$ cat config.mk
export PLATFORM = sky130hd
export DESIGN_NAME = page_table_mmu_map_load_store
export DESIGN_NICKNAME = d
export VERILOG_FILES = /design/src/rtl/ptm_pkg.sv /design/src/rtl/ptm_mem.sv /design/src/rtl/ptm_ctrl.sv /design/src/rtl/page_table_mmu_map_load_store.sv
export SDC_FILE = /design/constraint.sdc
export NUM_CORES = 1
export LEC_CHECK = 0
export ABC_AREA = 1
export BUFFER_PORTS_ARGS = -buffer_cell sky130_fd_sc_hd__buf_2
export CORE_UTILIZATION = 40
export CTS_BUF_LIST = sky130_fd_sc_hd__clkbuf_2
export DETAILED_ROUTE_END_ITERATION = 6
export PLACE_DENSITY = 0.63
export SYNTH_ARGS = -nofsm -noshare
export SYNTH_HDL_FRONTEND = slang
export SYNTH_SLANG_ARGS = --single-unit
$ cat constraint.sdc
create_clock -name i_clk -period 9 [get_ports i_clk]
set_input_delay 0.45 -clock i_clk [delete_from_list [all_inputs] [get_ports i_clk]]
set_output_delay 0.45 -clock i_clk [all_outputs]
set_load 0.05 [all_outputs]
$ cat src/rtl/ptm_pkg.sv
// ----------------------------------------------------------------------------
// ptm_pkg
// Shared types, codes and default sizes of the paged memory unit.
// ----------------------------------------------------------------------------
package ptm_pkg;

    // default sizes
    localparam int PAGE_BYTES_DEF    = 16;
    localparam int NUM_FRAMES_DEF    = 4;
    localparam int NUM_PROCESSES_DEF = 4;
    localparam int TABLE_ENTRIES_DEF = 4;

    // fixed field widths
    localparam int OP_W      = 2;
    localparam int PROC_NUM_W = 2;
    localparam int VA_W      = 6;
    localparam int BYTE_W    = 8;
    localparam int STATUS_W  = 4;
    localparam int PADDR_W   = 6;
    localparam int FRAME_NUM_W = 2;
    localparam int VPAGE_W   = 2;

    localparam int ENTRY_BYTES = 4;
    localparam logic [BYTE_W-1:0] ENT_ST_EMPTY   = 8'd0;
    localparam logic [BYTE_W-1:0] ENT_ST_PRESENT = 8'd1;

    // byte offsets inside a table entry
    localparam logic [1:0] ENT_STATUS = 2'd0;
    localparam logic [1:0] ENT_VPAGE  = 2'd1;
    localparam logic [1:0] ENT_FRAME  = 2'd2;
    localparam logic [1:0] ENT_WRITE  = 2'd3;

    // operation codes; the fourth code is served as a load
    localparam logic [OP_W-1:0] OP_MAP   = 2'd0;
    localparam logic [OP_W-1:0] OP_STORE = 2'd1;

    typedef enum logic [STATUS_W-1:0] {
        ST_LOAD_OK         = 4'd0,
        ST_STORE_OK        = 4'd1,
        ST_MAPPED          = 4'd2,
        ST_PERM_UPDATED    = 4'd3,
        ST_SAME_PERM       = 4'd4,
        ST_NO_TABLE        = 4'd5,
        ST_NO_MAPPING      = 4'd6,
        ST_WRITE_PROTECTED = 4'd7,
        ST_OUT_OF_MEMORY   = 4'd8,
        ST_BAD_MAP_VALUE   = 4'd9
    } t_status;

    typedef struct packed {
        logic [FRAME_NUM_W-1:0] frame;
        logic [PADDR_W-1:0]     paddr;
        logic [BYTE_W-1:0]      read_data;
        t_status                status;
    } t_result;

    typedef enum logic [3:0] {
        S_CLEAR,
        S_IDLE,
        S_DECODE,
        S_RD_STAT,
        S_CHK_STAT,
        S_CHK_VP,
        S_GOT_FRM,
        S_GOT_PERM,
        S_LOAD_DATA,
        S_SCAN_END,
        S_WR_ENT,
        S_RESULT
    } t_state;

endpackage

$ cat src/rtl/ptm_mem.sv
// ----------------------------------------------------------------------------
// ptm_mem
// Byte memory with one write port and one registered read port.
// ----------------------------------------------------------------------------
module ptm_mem #(
    parameter int DEPTH  = 64,
    parameter int ADDR_W = 6
) (
    input  logic              i_clk,
    input  logic              i_we,
    input  logic [ADDR_W-1:0] i_waddr,
    input  logic [7:0]        i_wdata,
    input  logic [ADDR_W-1:0] i_raddr,
    output logic [7:0]        o_rdata
);

    logic [7:0] r_mem [DEPTH];
    logic [7:0] r_rdata;

    always_ff @(posedge i_clk) begin
        if (i_we) begin
            r_mem[i_waddr] <= i_wdata;
        end
        r_rdata <= r_mem[i_raddr];
    end

    assign o_rdata = r_rdata;

endmodule

$ cat src/rtl/ptm_ctrl.sv
// ----------------------------------------------------------------------------
// ptm_ctrl
// Request sequencer: walks the page table byte by byte through a single
// byte comparator, allocates frames and updates the byte memory.
// ----------------------------------------------------------------------------
module ptm_ctrl #(
    parameter int PAGE_BYTES    = 16,
    parameter int NUM_FRAMES    = 4,
    parameter int NUM_PROCESSES = 4,
    parameter int TABLE_ENTRIES = 4
) (
    input  logic                       i_clk,
    input  logic                       i_rst_n,
    input  logic                       i_in_valid,
    output logic                       o_in_ready,
    input  logic [ptm_pkg::OP_W-1:0]   i_op,
    input  logic [ptm_pkg::PROC_NUM_W-1:0] i_proc,
    input  logic [ptm_pkg::VA_W-1:0]   i_va,
    input  logic [ptm_pkg::BYTE_W-1:0] i_val,
    output logic                       o_res_valid,
    input  logic                       i_res_ready,
    output ptm_pkg::t_result           o_res
);

    import ptm_pkg::*;

    localparam int MEM_BYTES    = PAGE_BYTES * NUM_FRAMES;
    localparam int ADDR_W       = $clog2(MEM_BYTES);
    localparam int SLOTS        = PAGE_BYTES / ENTRY_BYTES;
    localparam int USED_ENTRIES = (TABLE_ENTRIES < SLOTS) ? TABLE_ENTRIES : SLOTS;
    localparam int SLOT_W       = (USED_ENTRIES > 1) ? $clog2(USED_ENTRIES) : 1;
    localparam int FRAME_W      = $clog2(NUM_FRAMES);
    localparam int PROC_W       = (NUM_PROCESSES > 1) ? $clog2(NUM_PROCESSES) : 1;
    localparam int VPAGE_MAX    = (2**VA_W - 1) / PAGE_BYTES;

    t_state                 r_state, n_state;
    logic [OP_W-1:0]        r_op;
    logic [PROC_NUM_W-1:0]  r_proc;
    logic [VA_W-1:0]        r_va;
    logic [BYTE_W-1:0]      r_val;
    logic [SLOT_W-1:0]      r_slot, n_slot;
    logic                   r_empty_found, n_empty_found;
    logic [SLOT_W-1:0]      r_empty_slot, n_empty_slot;
    logic [BYTE_W-1:0]      r_fb, n_fb;
    logic [FRAME_W-1:0]     r_new_frame, n_new_frame;
    logic [1:0]             r_byte_idx, n_byte_idx;
    logic [ADDR_W-1:0]      r_clr_addr, n_clr_addr;
    logic [NUM_FRAMES-1:0]  r_in_use, n_in_use;
    logic [NUM_PROCESSES-1:0] r_tbl_valid, n_tbl_valid;
    logic [FRAME_W-1:0]     r_tbl_idx [NUM_PROCESSES];
    logic [FRAME_W-1:0]     n_tbl_idx [NUM_PROCESSES];
    t_result                r_res, n_res;

    logic                   mem_we;
    logic [ADDR_W-1:0]      mem_waddr;
    logic [BYTE_W-1:0]      mem_wdata;
    logic [ADDR_W-1:0]      mem_raddr;
    logic [BYTE_W-1:0]      mem_rdata;

    logic [VPAGE_W-1:0]     vpage;
    logic [VA_W-1:0]        offset;
    logic [PROC_W-1:0]      pidx;
    logic                   proc_ok;
    logic                   is_map, is_store;
    logic [ADDR_W-1:0]      ent_base;
    logic [ADDR_W-1:0]      phys;
    logic [NUM_FRAMES-1:0]  free, free_low;
    logic                   free_any;
    logic [FRAME_W-1:0]     free_idx;
    logic [BYTE_W-1:0]      cmp_b;
    logic                   cmp_eq;
    logic                   slot_last;

    ptm_mem #(
        .DEPTH  (MEM_BYTES),
        .ADDR_W (ADDR_W)
    ) u_mem (
        .i_clk   (i_clk),
        .i_we    (mem_we),
        .i_waddr (mem_waddr),
        .i_wdata (mem_wdata),
        .i_raddr (mem_raddr),
        .o_rdata (mem_rdata)
    );

    // page and offset of the virtual address, by compares against page bounds
    always_comb begin
        vpage = '0;
        for (int k = 1; k <= VPAGE_MAX; k++) begin
            vpage = vpage + VPAGE_W'(r_va >= VA_W'(k * PAGE_BYTES));
        end
        offset = r_va - VA_W'(int'(vpage) * PAGE_BYTES);
    end

    assign pidx     = PROC_W'(r_proc);
    assign proc_ok  = int'(r_proc) < NUM_PROCESSES;
    assign is_map   = (r_op == OP_MAP);
    assign is_store = (r_op == OP_STORE);
    assign ent_base = ADDR_W'(int'(r_tbl_idx[pidx]) * PAGE_BYTES)
                    + ADDR_W'(int'(r_slot) * ENTRY_BYTES);
    assign phys     = ADDR_W'(int'(r_fb[FRAME_W-1:0]) * PAGE_BYTES) + ADDR_W'(offset);
    assign slot_last = (r_slot == SLOT_W'(USED_ENTRIES - 1));

    // lowest free frame: isolate the lowest set bit, then encode it
    always_comb begin
        free     = ~r_in_use;
        free_low = free & (~free + NUM_FRAMES'(1));
        free_any = |free;
        free_idx = '0;
        for (int f = 0; f < NUM_FRAMES; f++) begin
            if (free_low[f]) begin
                free_idx = free_idx | FRAME_W'(f);
            end
        end
    end

    // shared byte comparator on the memory read data
    always_comb begin
        case (r_state)
            S_CHK_VP:   cmp_b = BYTE_W'(vpage);
            S_GOT_PERM: cmp_b = is_map ? r_val : ENT_ST_EMPTY;
            default:    cmp_b = ENT_ST_EMPTY;
        endcase
        cmp_eq = (mem_rdata == cmp_b);
    end

    // next state
    always_comb begin
        n_state = r_state;
        case (r_state)
            S_CLEAR: begin
                if (r_clr_addr == ADDR_W'(MEM_BYTES - 1)) begin
                    n_state = S_IDLE;
                end
            end
            S_IDLE: begin
                if (i_in_valid) begin
                    n_state = S_DECODE;
                end
            end
            S_DECODE: begin
                if (is_map) begin
                    if (r_val > 8'd1 || !proc_ok) begin
                        n_state = S_RESULT;
                    end else if (!r_tbl_valid[pidx] && !free_any) begin
                        n_state = S_RESULT;
                    end else begin
                        n_state = S_RD_STAT;
                    end
                end else if (!proc_ok || !r_tbl_valid[pidx]) begin
                    n_state = S_RESULT;
                end else begin
                    n_state = S_RD_STAT;
                end
            end
            S_RD_STAT: n_state = S_CHK_STAT;
            S_CHK_STAT: begin
                if (!cmp_eq) begin
                    n_state = S_CHK_VP;
                end else begin
                    n_state = slot_last ? S_SCAN_END : S_RD_STAT;
                end
            end
            S_CHK_VP: begin
                if (cmp_eq) begin
                    n_state = S_GOT_FRM;
                end else begin
                    n_state = slot_last ? S_SCAN_END : S_RD_STAT;
                end
            end
            S_GOT_FRM:  n_state = S_GOT_PERM;
            S_GOT_PERM: n_state = (is_map || is_store) ? S_RESULT : S_LOAD_DATA;
            S_LOAD_DATA: n_state = S_RESULT;
            S_SCAN_END: begin
                if (is_map && r_empty_found && free_any) begin
                    n_state = S_WR_ENT;
                end else begin
                    n_state = S_RESULT;
                end
            end
            S_WR_ENT: begin
                if (r_byte_idx == ENT_WRITE) begin
                    n_state = S_RESULT;
                end
            end
            S_RESULT: begin
                if (i_res_ready) begin
                    n_state = S_IDLE;
                end
            end
            default: n_state = S_IDLE;
        endcase
    end

    // datapath and memory controls
    always_comb begin
        n_slot        = r_slot;
        n_empty_found = r_empty_found;
        n_empty_slot  = r_empty_slot;
        n_fb          = r_fb;
        n_new_frame   = r_new_frame;
        n_byte_idx    = r_byte_idx;
        n_clr_addr    = r_clr_addr;
        n_in_use      = r_in_use;
        n_tbl_valid   = r_tbl_valid;
        n_tbl_idx     = r_tbl_idx;
        n_res         = r_res;
        mem_we        = 1'b0;
        mem_waddr     = ent_base;
        mem_wdata     = r_val;
        mem_raddr     = ent_base;
        o_in_ready    = 1'b0;
        o_res_valid   = 1'b0;
        case (r_state)
            S_CLEAR: begin
                mem_we     = 1'b1;
                mem_waddr  = r_clr_addr;
                mem_wdata  = '0;
                n_clr_addr = r_clr_addr + ADDR_W'(1);
            end
            S_IDLE: begin
                o_in_ready = 1'b1;
            end
            S_DECODE: begin
                n_slot        = '0;
                n_empty_found = 1'b0;
                n_res         = '{frame: '0, paddr: '0, read_data: '0, status: ST_NO_TABLE};
                if (is_map) begin
                    if (r_val > 8'd1) begin
                        n_res.status = ST_BAD_MAP_VALUE;
                    end else if (proc_ok && !r_tbl_valid[pidx]) begin
                        if (free_any) begin
                            n_in_use[free_idx] = 1'b1;
                            n_tbl_valid[pidx]  = 1'b1;
                            n_tbl_idx[pidx]    = free_idx;
                        end else begin
                            n_res.status = ST_OUT_OF_MEMORY;
                        end
                    end
                end
            end
            S_CHK_STAT: begin
                mem_raddr = ent_base + ADDR_W'(ENT_VPAGE);
                if (cmp_eq) begin
                    if (!r_empty_found) begin
                        n_empty_found = 1'b1;
                        n_empty_slot  = r_slot;
                    end
                    if (!slot_last) begin
                        n_slot = r_slot + SLOT_W'(1);
                    end
                end
            end
            S_CHK_VP: begin
                mem_raddr = ent_base + ADDR_W'(ENT_FRAME);
                if (!cmp_eq && !slot_last) begin
                    n_slot = r_slot + SLOT_W'(1);
                end
            end
            S_GOT_FRM: begin
                mem_raddr = ent_base + ADDR_W'(ENT_WRITE);
                n_fb      = mem_rdata;
            end
            S_GOT_PERM: begin
                mem_raddr = phys;
                if (is_map) begin
                    if (cmp_eq) begin
                        n_res.status = ST_SAME_PERM;
                    end else begin
                        mem_we       = 1'b1;
                        mem_waddr    = ent_base + ADDR_W'(ENT_WRITE);
                        n_res.status = ST_PERM_UPDATED;
                        n_res.frame  = FRAME_NUM_W'(r_fb);
                    end
                end else if (is_store) begin
                    if (cmp_eq) begin
                        n_res.status = ST_WRITE_PROTECTED;
                    end else begin
                        mem_we       = 1'b1;
                        mem_waddr    = phys;
                        n_res.status = ST_STORE_OK;
                        n_res.paddr  = PADDR_W'(phys);
                    end
                end
            end
            S_LOAD_DATA: begin
                n_res.status    = ST_LOAD_OK;
                n_res.read_data = mem_rdata;
                n_res.paddr     = PADDR_W'(phys);
            end
            S_SCAN_END: begin
                if (!is_map) begin
                    n_res.status = ST_NO_MAPPING;
                end else if (r_empty_found && free_any) begin
                    n_in_use[free_idx] = 1'b1;
                    n_new_frame        = free_idx;
                    n_slot             = r_empty_slot;
                    n_byte_idx         = ENT_STATUS;
                    n_res.status       = ST_MAPPED;
                    n_res.frame        = FRAME_NUM_W'(free_idx);
                end else begin
                    n_res.status = ST_OUT_OF_MEMORY;
                end
            end
            S_WR_ENT: begin
                mem_we     = 1'b1;
                mem_waddr  = ent_base + ADDR_W'(r_byte_idx);
                n_byte_idx = r_byte_idx + 2'd1;
                case (r_byte_idx)
                    ENT_STATUS: mem_wdata = ENT_ST_PRESENT;
                    ENT_VPAGE:  mem_wdata = BYTE_W'(vpage);
                    ENT_FRAME:  mem_wdata = BYTE_W'(r_new_frame);
                    default:    mem_wdata = r_val;
                endcase
            end
            S_RESULT: begin
                o_res_valid = i_res_ready;
            end
            default: begin
                mem_we = 1'b0;
            end
        endcase
    end

    always_ff @(posedge i_clk) begin
        if (!i_rst_n) begin
            r_state     <= S_CLEAR;
            r_clr_addr  <= '0;
            r_in_use    <= '0;
            r_tbl_valid <= '0;
            for (int p = 0; p < NUM_PROCESSES; p++) begin
                r_tbl_idx[p] <= '0;
            end
        end else begin
            r_state     <= n_state;
            r_clr_addr  <= n_clr_addr;
            r_in_use    <= n_in_use;
            r_tbl_valid <= n_tbl_valid;
            r_tbl_idx   <= n_tbl_idx;
        end
    end

    // request and scan payload
    always_ff @(posedge i_clk) begin
        if (r_state == S_IDLE && i_in_valid) begin
            r_op   <= i_op;
            r_proc <= i_proc;
            r_va   <= i_va;
            r_val  <= i_val;
        end
        r_slot        <= n_slot;
        r_empty_found <= n_empty_found;
        r_empty_slot  <= n_empty_slot;
        r_fb          <= n_fb;
        r_new_frame   <= n_new_frame;
        r_byte_idx    <= n_byte_idx;
        r_res         <= n_res;
    end

    assign o_res = r_res;

endmodule

$ cat src/rtl/page_table_mmu_map_load_store.sv
// ----------------------------------------------------------------------------
// page_table_mmu_map_load_store
// Paged byte memory with per-process one-level page tables (map/store/load).
// ----------------------------------------------------------------------------
// After reset the unit zeroes its byte memory, PAGE_BYTES*NUM_FRAMES bytes
// (64 by default), and holds s_axis_tready low meanwhile. It then serves one
// request at a time: it takes the transfer and decodes it, then reads and
// compares the status byte of each table slot that is checked, and the virtual
// page byte as well for each present one; a hit then fetches the frame and
// permission bytes and, for a load, the data byte, while a miss closes the
// scan and, for a new mapping, writes the four bytes of the entry; last, the
// result is handed over once the output side can take it.
// The single byte-wide read port of the memory paces the table walk: each
// table byte is fetched and compared separately. The result waits in an
// output register, so a stalled master side never loses a response.
module page_table_mmu_map_load_store #(
    parameter int PAGE_BYTES    = ptm_pkg::PAGE_BYTES_DEF,
    parameter int NUM_FRAMES    = ptm_pkg::NUM_FRAMES_DEF,
    parameter int NUM_PROCESSES = ptm_pkg::NUM_PROCESSES_DEF,
    parameter int TABLE_ENTRIES = ptm_pkg::TABLE_ENTRIES_DEF
) (
    input  logic        i_clk,
    input  logic        i_rst_n,
    input  logic        s_axis_tvalid,
    output logic        s_axis_tready,
    // [1:0] process number, [7:2] virtual byte address, [15:8] operand value
    input  logic [15:0] s_axis_tdata,
    // [1:0] op
    input  logic [1:0]  s_axis_tuser,
    output logic        m_axis_tvalid,
    input  logic        m_axis_tready,
    // [3:0] status, [11:4] read data, [17:12] translated address,
    // [19:18] frame, [23:20] zero
    output logic [23:0] m_axis_tdata
);

    import ptm_pkg::*;

    logic    res_valid;
    logic    res_ready;
    t_result res;
    logic    r_out_valid;
    t_result r_out;

    assign res_ready = !r_out_valid || m_axis_tready;

    ptm_ctrl #(
        .PAGE_BYTES    (PAGE_BYTES),
        .NUM_FRAMES    (NUM_FRAMES),
        .NUM_PROCESSES (NUM_PROCESSES),
        .TABLE_ENTRIES (TABLE_ENTRIES)
    ) u_ctrl (
        .i_clk       (i_clk),
        .i_rst_n     (i_rst_n),
        .i_in_valid  (s_axis_tvalid),
        .o_in_ready  (s_axis_tready),
        .i_op        (s_axis_tuser),
        .i_proc      (s_axis_tdata[1:0]),
        .i_va        (s_axis_tdata[7:2]),
        .i_val       (s_axis_tdata[15:8]),
        .o_res_valid (res_valid),
        .i_res_ready (res_ready),
        .o_res       (res)
    );

    // output register: load on a new result, drop after the transfer
    always_ff @(posedge i_clk) begin
        if (!i_rst_n) begin
            r_out_valid <= 1'b0;
        end else if (res_valid) begin
            r_out_valid <= 1'b1;
        end else if (m_axis_tready) begin
            r_out_valid <= 1'b0;
        end
    end

    always_ff @(posedge i_clk) begin
        if (res_valid) begin
            r_out <= res;
        end
    end

    assign m_axis_tvalid = r_out_valid;
    assign m_axis_tdata  = {4'b0000, r_out.frame, r_out.paddr, r_out.read_data,
                            r_out.status};

endmodule

Yosys cells after proc, flatten, opt, wreduce, memory -nomap -nowiden
Memory sizes are Yosys's and may differ from the RTL's. A register that Yosys moved wholly into a read port is not among the register bits.
Index checks and enable logic that the tools add are counted.
Storage, ports and cells
  flip-flop bits (word level): 96
  bits in writable memories: 512
  bits of input ports: 22
  output and inout bits: 26
  word-level logic and storage cells: 225
  memories kept: 1
Operators by class
  $add $sub $neg: 13
  $lt $le $gt $ge: 10
  equality and inequality tests: 36
  mux-type cells: 88
  bitwise logic cells: 9
  reductions and logical operators: 41
Memory list
  u_ctrl.u_mem.r_mem: depth 64, width 8, read ports 1, clocked after memory_dff 1, wr ports 1, line ptm_mem.sv:17  | logic [7:0] r_mem [DEPTH];
Operators with widths (count)
  4-bit two-way mux: 25
  4-bit one-hot mux with 12 select lines: 1
  8-bit one-hot mux with 2 select lines: 3
  6-bit two-way mux: 7
  6-bit one-hot mux with 3 select lines: 2
  2-bit two-way mux: 17
  6-bit one-hot mux with 4 select lines: 1
  8-bit one-hot mux with 3 select lines: 1
  2-bit by 1-bit != test with 1-bit output, second input constant: 11
  4-bit by 3-bit == test with 1-bit output, second input constant: 4
  4-bit == test, second input constant: 4
  4-bit one-hot mux with 4 select lines: 1
  1-bit two-way mux: 15
  6-bit by 1-bit adder with 6-bit output, second input constant: 2
  6-bit by 2-bit adder with 6-bit output, second input constant: 2
  6-bit >= comparator, second input constant: 2
  2-bit != test, second input constant: 6
  5-bit AND reduction: 2
  2-bit nonzero test: 5
  1-bit logical AND: 9
  3-bit AND reduction: 3
  8-bit bitwise mux: 1
  4-bit by 2-bit == test with 1-bit output, second input constant: 2
  8-bit == test: 1
  47 further kinds: 70

Depth between registers and ports, before layout
  depth after elaboration: 17
  gate-level depth with buffers: 18
  mapped depth without buffers: 18

By module
A second synthesis with hierarchy kept.
Unflattened totals
  cells, all modules: 2354
  area, all modules: 26060.0 um^2
Modules (own cells, without submodules)
  ptm_mem: instances 1, cells each 1822, area an instance 21291.7 um^2, sequential area each 15534.9 um^2
  ptm_ctrl: instances 1, cells each 501, area an instance 4087.7 um^2, sequential area each 1991.9 um^2
  page_table_mmu_map_load_store: instances 1, cells each 31, area an instance 680.7 um^2, sequential area each 620.6 um^2

Worst setup path before layout
OpenSTA, ideal clock, no wires.
  path type: flip-flop to flip-flop
  from: register u_ctrl.r_state[1]
  to: memory u_ctrl.u_mem.r_mem[0][0], data pin
  setup time: 553 ps
  data arrival time: 2868 ps
  data required time: 8447 ps
  slack: 5579 ps
  stages on the path, launching flop included: 6
  buffers on the path: 0
  period minus slack after synthesis: 3421 ps
  cell sequence: dfxtp_1 -> inv_1 -> nor2_1 -> nand2_1 -> or2_2 -> o22ai_1
On the way
  word-level cells in the longest chain between the ends: 2
  elaborated cells on any way between the ends: 3
  those cells by class: 1 x eq/ne; 1 x mux; 1 x reduce/logical
RTL lines
  start, declared: line ptm_ctrl.sv:36  | t_state r_state, n_state;
  start signal, assigned: line ptm_ctrl.sv:335  | r_state <= n_state;
  4-bit == test or 4-bit zero test (tied branches): line ptm_ctrl.sv:214  | case (r_state)
  8-bit one-hot mux with 2 select lines *: line ptm_ctrl.sv:214
  net u_ctrl.mem_wdata[0]: line ptm_ctrl.sv:56  | logic [BYTE_W-1:0] mem_wdata;
  end, declared: line ptm_mem.sv:17
The timed path passes the listed nets; every way through them passes the cells marked *.

Worst setup path after layout
  from: register u_ctrl.r_state[2]
  to: register u_ctrl.u_mem.r_rdata[5], in the netlist u_ctrl.u_mem.o_rdata[5], read port of u_ctrl.u_mem.r_mem
On the way
  word-level cells in the longest chain between the ends: 2
  elaborated cells on any way between the ends: 5
  those cells by class: 4 x eq/ne; 1 x mux
RTL lines
  4-bit by 3-bit == test with 1-bit output: line ptm_ctrl.sv:214
  6-bit one-hot mux with 4 select lines *: line ptm_ctrl.sv:214
  end, declared: line ptm_mem.sv:18  | logic [7:0] r_rdata;
Every way passes the cells marked *; elsewhere a longest branch is shown, timed or not.
A chain may end at the register's enable or synchronous reset.

==> results.ini <==
[die]
io_pins = 48
core_mm2 = 0.0630
die_y_um = 254
initial_utilization_pct = 40.4
rows = 92
die-area_mm2 = 0.0647
die_x_um = 254

[route]
wire_per_inst_um = 21.4
initialDrtViolationCount = 2163
vias = 17547
vias_per_cell = 5.53
first_pass_iters = 7
antenna_left = 0
drc_errors = 2
routed_wl_um = 68000

[critical_path]
crit_fanout = 129
crit_path_start_kind = flip-flop
endpoint_kind = flip-flop
critPathRequiredTime_ns = 10.27
r2r_cells = 11
crit_type = reg -> reg
arrival_ns = 6.06

[synth]
synth.area.top_cells = edfxtp_1 69%, nor2_1 5.6%, o21ai_0 4.3%
yosys.area.top_type = edfxtp_1
ys_warn_count = 0
syn_area_per_cell_um2 = 12.3
synth-seq-area-share_pct = 71.3
synth_top_area_share_pct = 68.5
synth_cell_type_count = 54
syn_inst = 2067
syn_area_mm2 = 0.0255
ys_ff_latch = 616

[finish]
multiInputGateArea_mm2 = 0.00654
layout-drive-gt1-share_pct = 17.4
nNetsFinal = 2243
fillCellCount = 5763
layout.cells.non_filler = 3174
regArea_mm2 = 0.0181
area_growth_pct = 10.9

[global_routing]
grt_util_all_layers_pct = 21.3
grt_pass1_vias = 16942
grt_pass1_wl_um = 102000
grt_max_degree = 130
antenna_found_initial = 2
grt-ovfl-total = 0

[power_and_ir_drop]
intPower_mw = 3.82
switching_power_mw = 1.15
comb_power_share_pct = 1.4
swShare_pct = 23.2
p_clk_share_pct = 36.2
peakVddDrop_uv = 82.5
p_leak_nw = 9.91
p_seq_share_pct = 62.5
powerDensity_mw_per_mm2 = 176

[placement]
dpl_worst_slack_ns = 4.37
dp_hpwl_um = 40100
dp_cells = 2862
globalplace.congestion = 0.919
portBuffers = 43

[outcome]
violations = design-rule violations
status = finished with violations

[cts]
cts_made_buffers = 149
cts_tree = done
clkTransAtPathRegs_ns = 0.12
clockBufferDepth = 3
cts.repair.resized = 0
cts_sinks = 616
clk_latency_ns = 1.37
cts-root-buf = clkbuf_2
cts.htree.levels = 4

[sta]
slew_headroom_pct = 11.2
tns_ns = 0
setup_viol = 0
tightestPinTransition_ns = 1.33
holdWs_ns = 0.165
finalCriticalPeriod_ns = 4.79
clock-skew-final_ns = 0.0875
hold_viol = 0
rsz0062_at_grt = no
fmax_mhz = 209
maxSlewViolCount = 0
fin_crit_sh_pct = 53.2
fin_ws_ns = 4.21

[run]
maxCapViolCount = 0

[hold_path]
hold_class = in -> reg
hold_depth = 4

## repair_timing
action,CTS,global route
endpoints found under the hold margin,83,0
hold buffers,41,0
setup endpoints to repair,0,0
setup buffers,0,0
## critical path, stage by stage, from the launching register on
cell and delay (ns):
dfxtp_1 0.41, nand2_2 0.16, inv_1 0.18, nand3_4 0.71
inv_6 1.03, buf_4 0.98, o21ai_0 0.24, o221ai_1 0.27
nand3_1 0.20, nand3_1 0.16, nand3_1 0.12, nand2_1 0.07
## flip-flops by register name (all words and copies together) (netlist names), 4 cells and up
register	count
u_ctrl.o_res	20
u_ctrl.r_tbl_valid	4
u_ctrl.r_val	8
u_ctrl.u_mem.r_mem	512
u_ctrl.r_tbl_idx	8
u_ctrl.r_va	6
u_ctrl.r_state	4
m_axis_tdata	20
u_ctrl.r_clr_addr	6
u_ctrl.r_in_use	4
u_ctrl.u_mem.o_rdata	8
## per-layer routing
metal,GRT usage [%],routed length (um),up-vias
li1,-,-,7930
met5,0,0,-
met4,8.69,1940,0
met3,5.06,5950,133
met2,33.0,31400,901
met1,28.7,28600,8583
## path summary, 6_finish.rpt
check                         start                       to  slack (ns)
setup / recovery  u_ctrl.r_state[2]  u_ctrl.u_mem.o_rdata[5]        4.21
hold / removal              i_rst_n       u_ctrl.r_in_use[0]        0.17
setup reg to reg  u_ctrl.r_state[2]  u_ctrl.u_mem.o_rdata[5]        4.21
hold reg to reg     u_ctrl.o_res[3]          m_axis_tdata[3]        0.42
## per-stage QoR
step | total power, mW | utilization (%) | instance area [um2]
2_1_floorplan | 3.20 | - | 25500
4_1_cts | 5.01 | 44.8 | 28200
6_report | 4.97 | 44.9 | 28200
3_5_place_dp | 3.23 | 42.1 | 26500
5_1_grt | 5.16 | 44.9 | 28200
3_3_place_gp | 3.22 | 42.1 | 26500
## area by class of cell
type                    instances  area share (%)
inverters                     107            1.44
clock inverters                53           0.926
diodes                          5          0.0443
flip-flops and latches        616            64.2
well taps                     846            3.75
repair buffers                101            2.67
clock buffers                 213            3.77
multi-input cells            1233            23.2
## placed cells by master, fill, tap and decap left out, types with 14 or more instances in the layout
master,n
a21oi_1,49
nand3_1,172
o221ai_1,64
dlygate4sd3_1,41
clkinv_1,38
dfxtp_1,35
edfxtp_1,581
inv_1,95
inv_2,18
buf_2,43
buf_4,17
o211ai_1,57
nand2_1,119
nor2_1,371
nand2_2,14
or2_2,50
clkbuf_2,213
o21ai_0,217
## kinds of logic (layout without fill, tap and decap cells)
family,count (synthesis),in the layout,share of synthesized area [%]
muxes,3,3,0.118
xor gates and xnor gates,6,6,0.206
adders and majority gates,13,13,0.639
other,1,9,0.0147
buffers and inverters,221,474,3.51
and+or+nand+nor,776,776,13.7
AOI/OAI and AO/OA,431,431,10.6
DFF,616,616,71.3
## Yosys cell counts (all sizes together)
master / count
o2111ai: 2
ha: 13
a221oi: 3
a211oi: 2
a22o: 4
xor2: 2
o211ai: 57
nor2: 384
o2bb2ai: 1
nand3: 185
a22oi: 3
buf: 36
mux2i: 3
o221ai: 64
clkinv: 2
o32ai: 1
o22ai: 6
a32o: 6
or2: 52
xnor2: 4
a31oi: 3
o21a: 4
dfxtp: 35
conb: 1
nand2: 136
o21ai: 220
nor3: 7
nand4: 10
o21bai: 1
a311oi: 1
nor4: 2
o41ai: 1
a2111oi: 1
clkbuf: 78
inv: 105
edfxtp: 581
a21oi: 51
## power groups by stage
stage	combinational (mW)	sequential (mW)	clock, mW
2_1_floorplan	0.0323	3.17	0
3_3_place_gp	0.0528	3.17	0
3_5_place_dp	0.0537	3.17	0
4_1_cts	0.0677	3.11	1.84
5_1_grt	0.0739	3.11	1.98
6_report	0.0686	3.11	1.80
(Power assumes the default switching activity.)
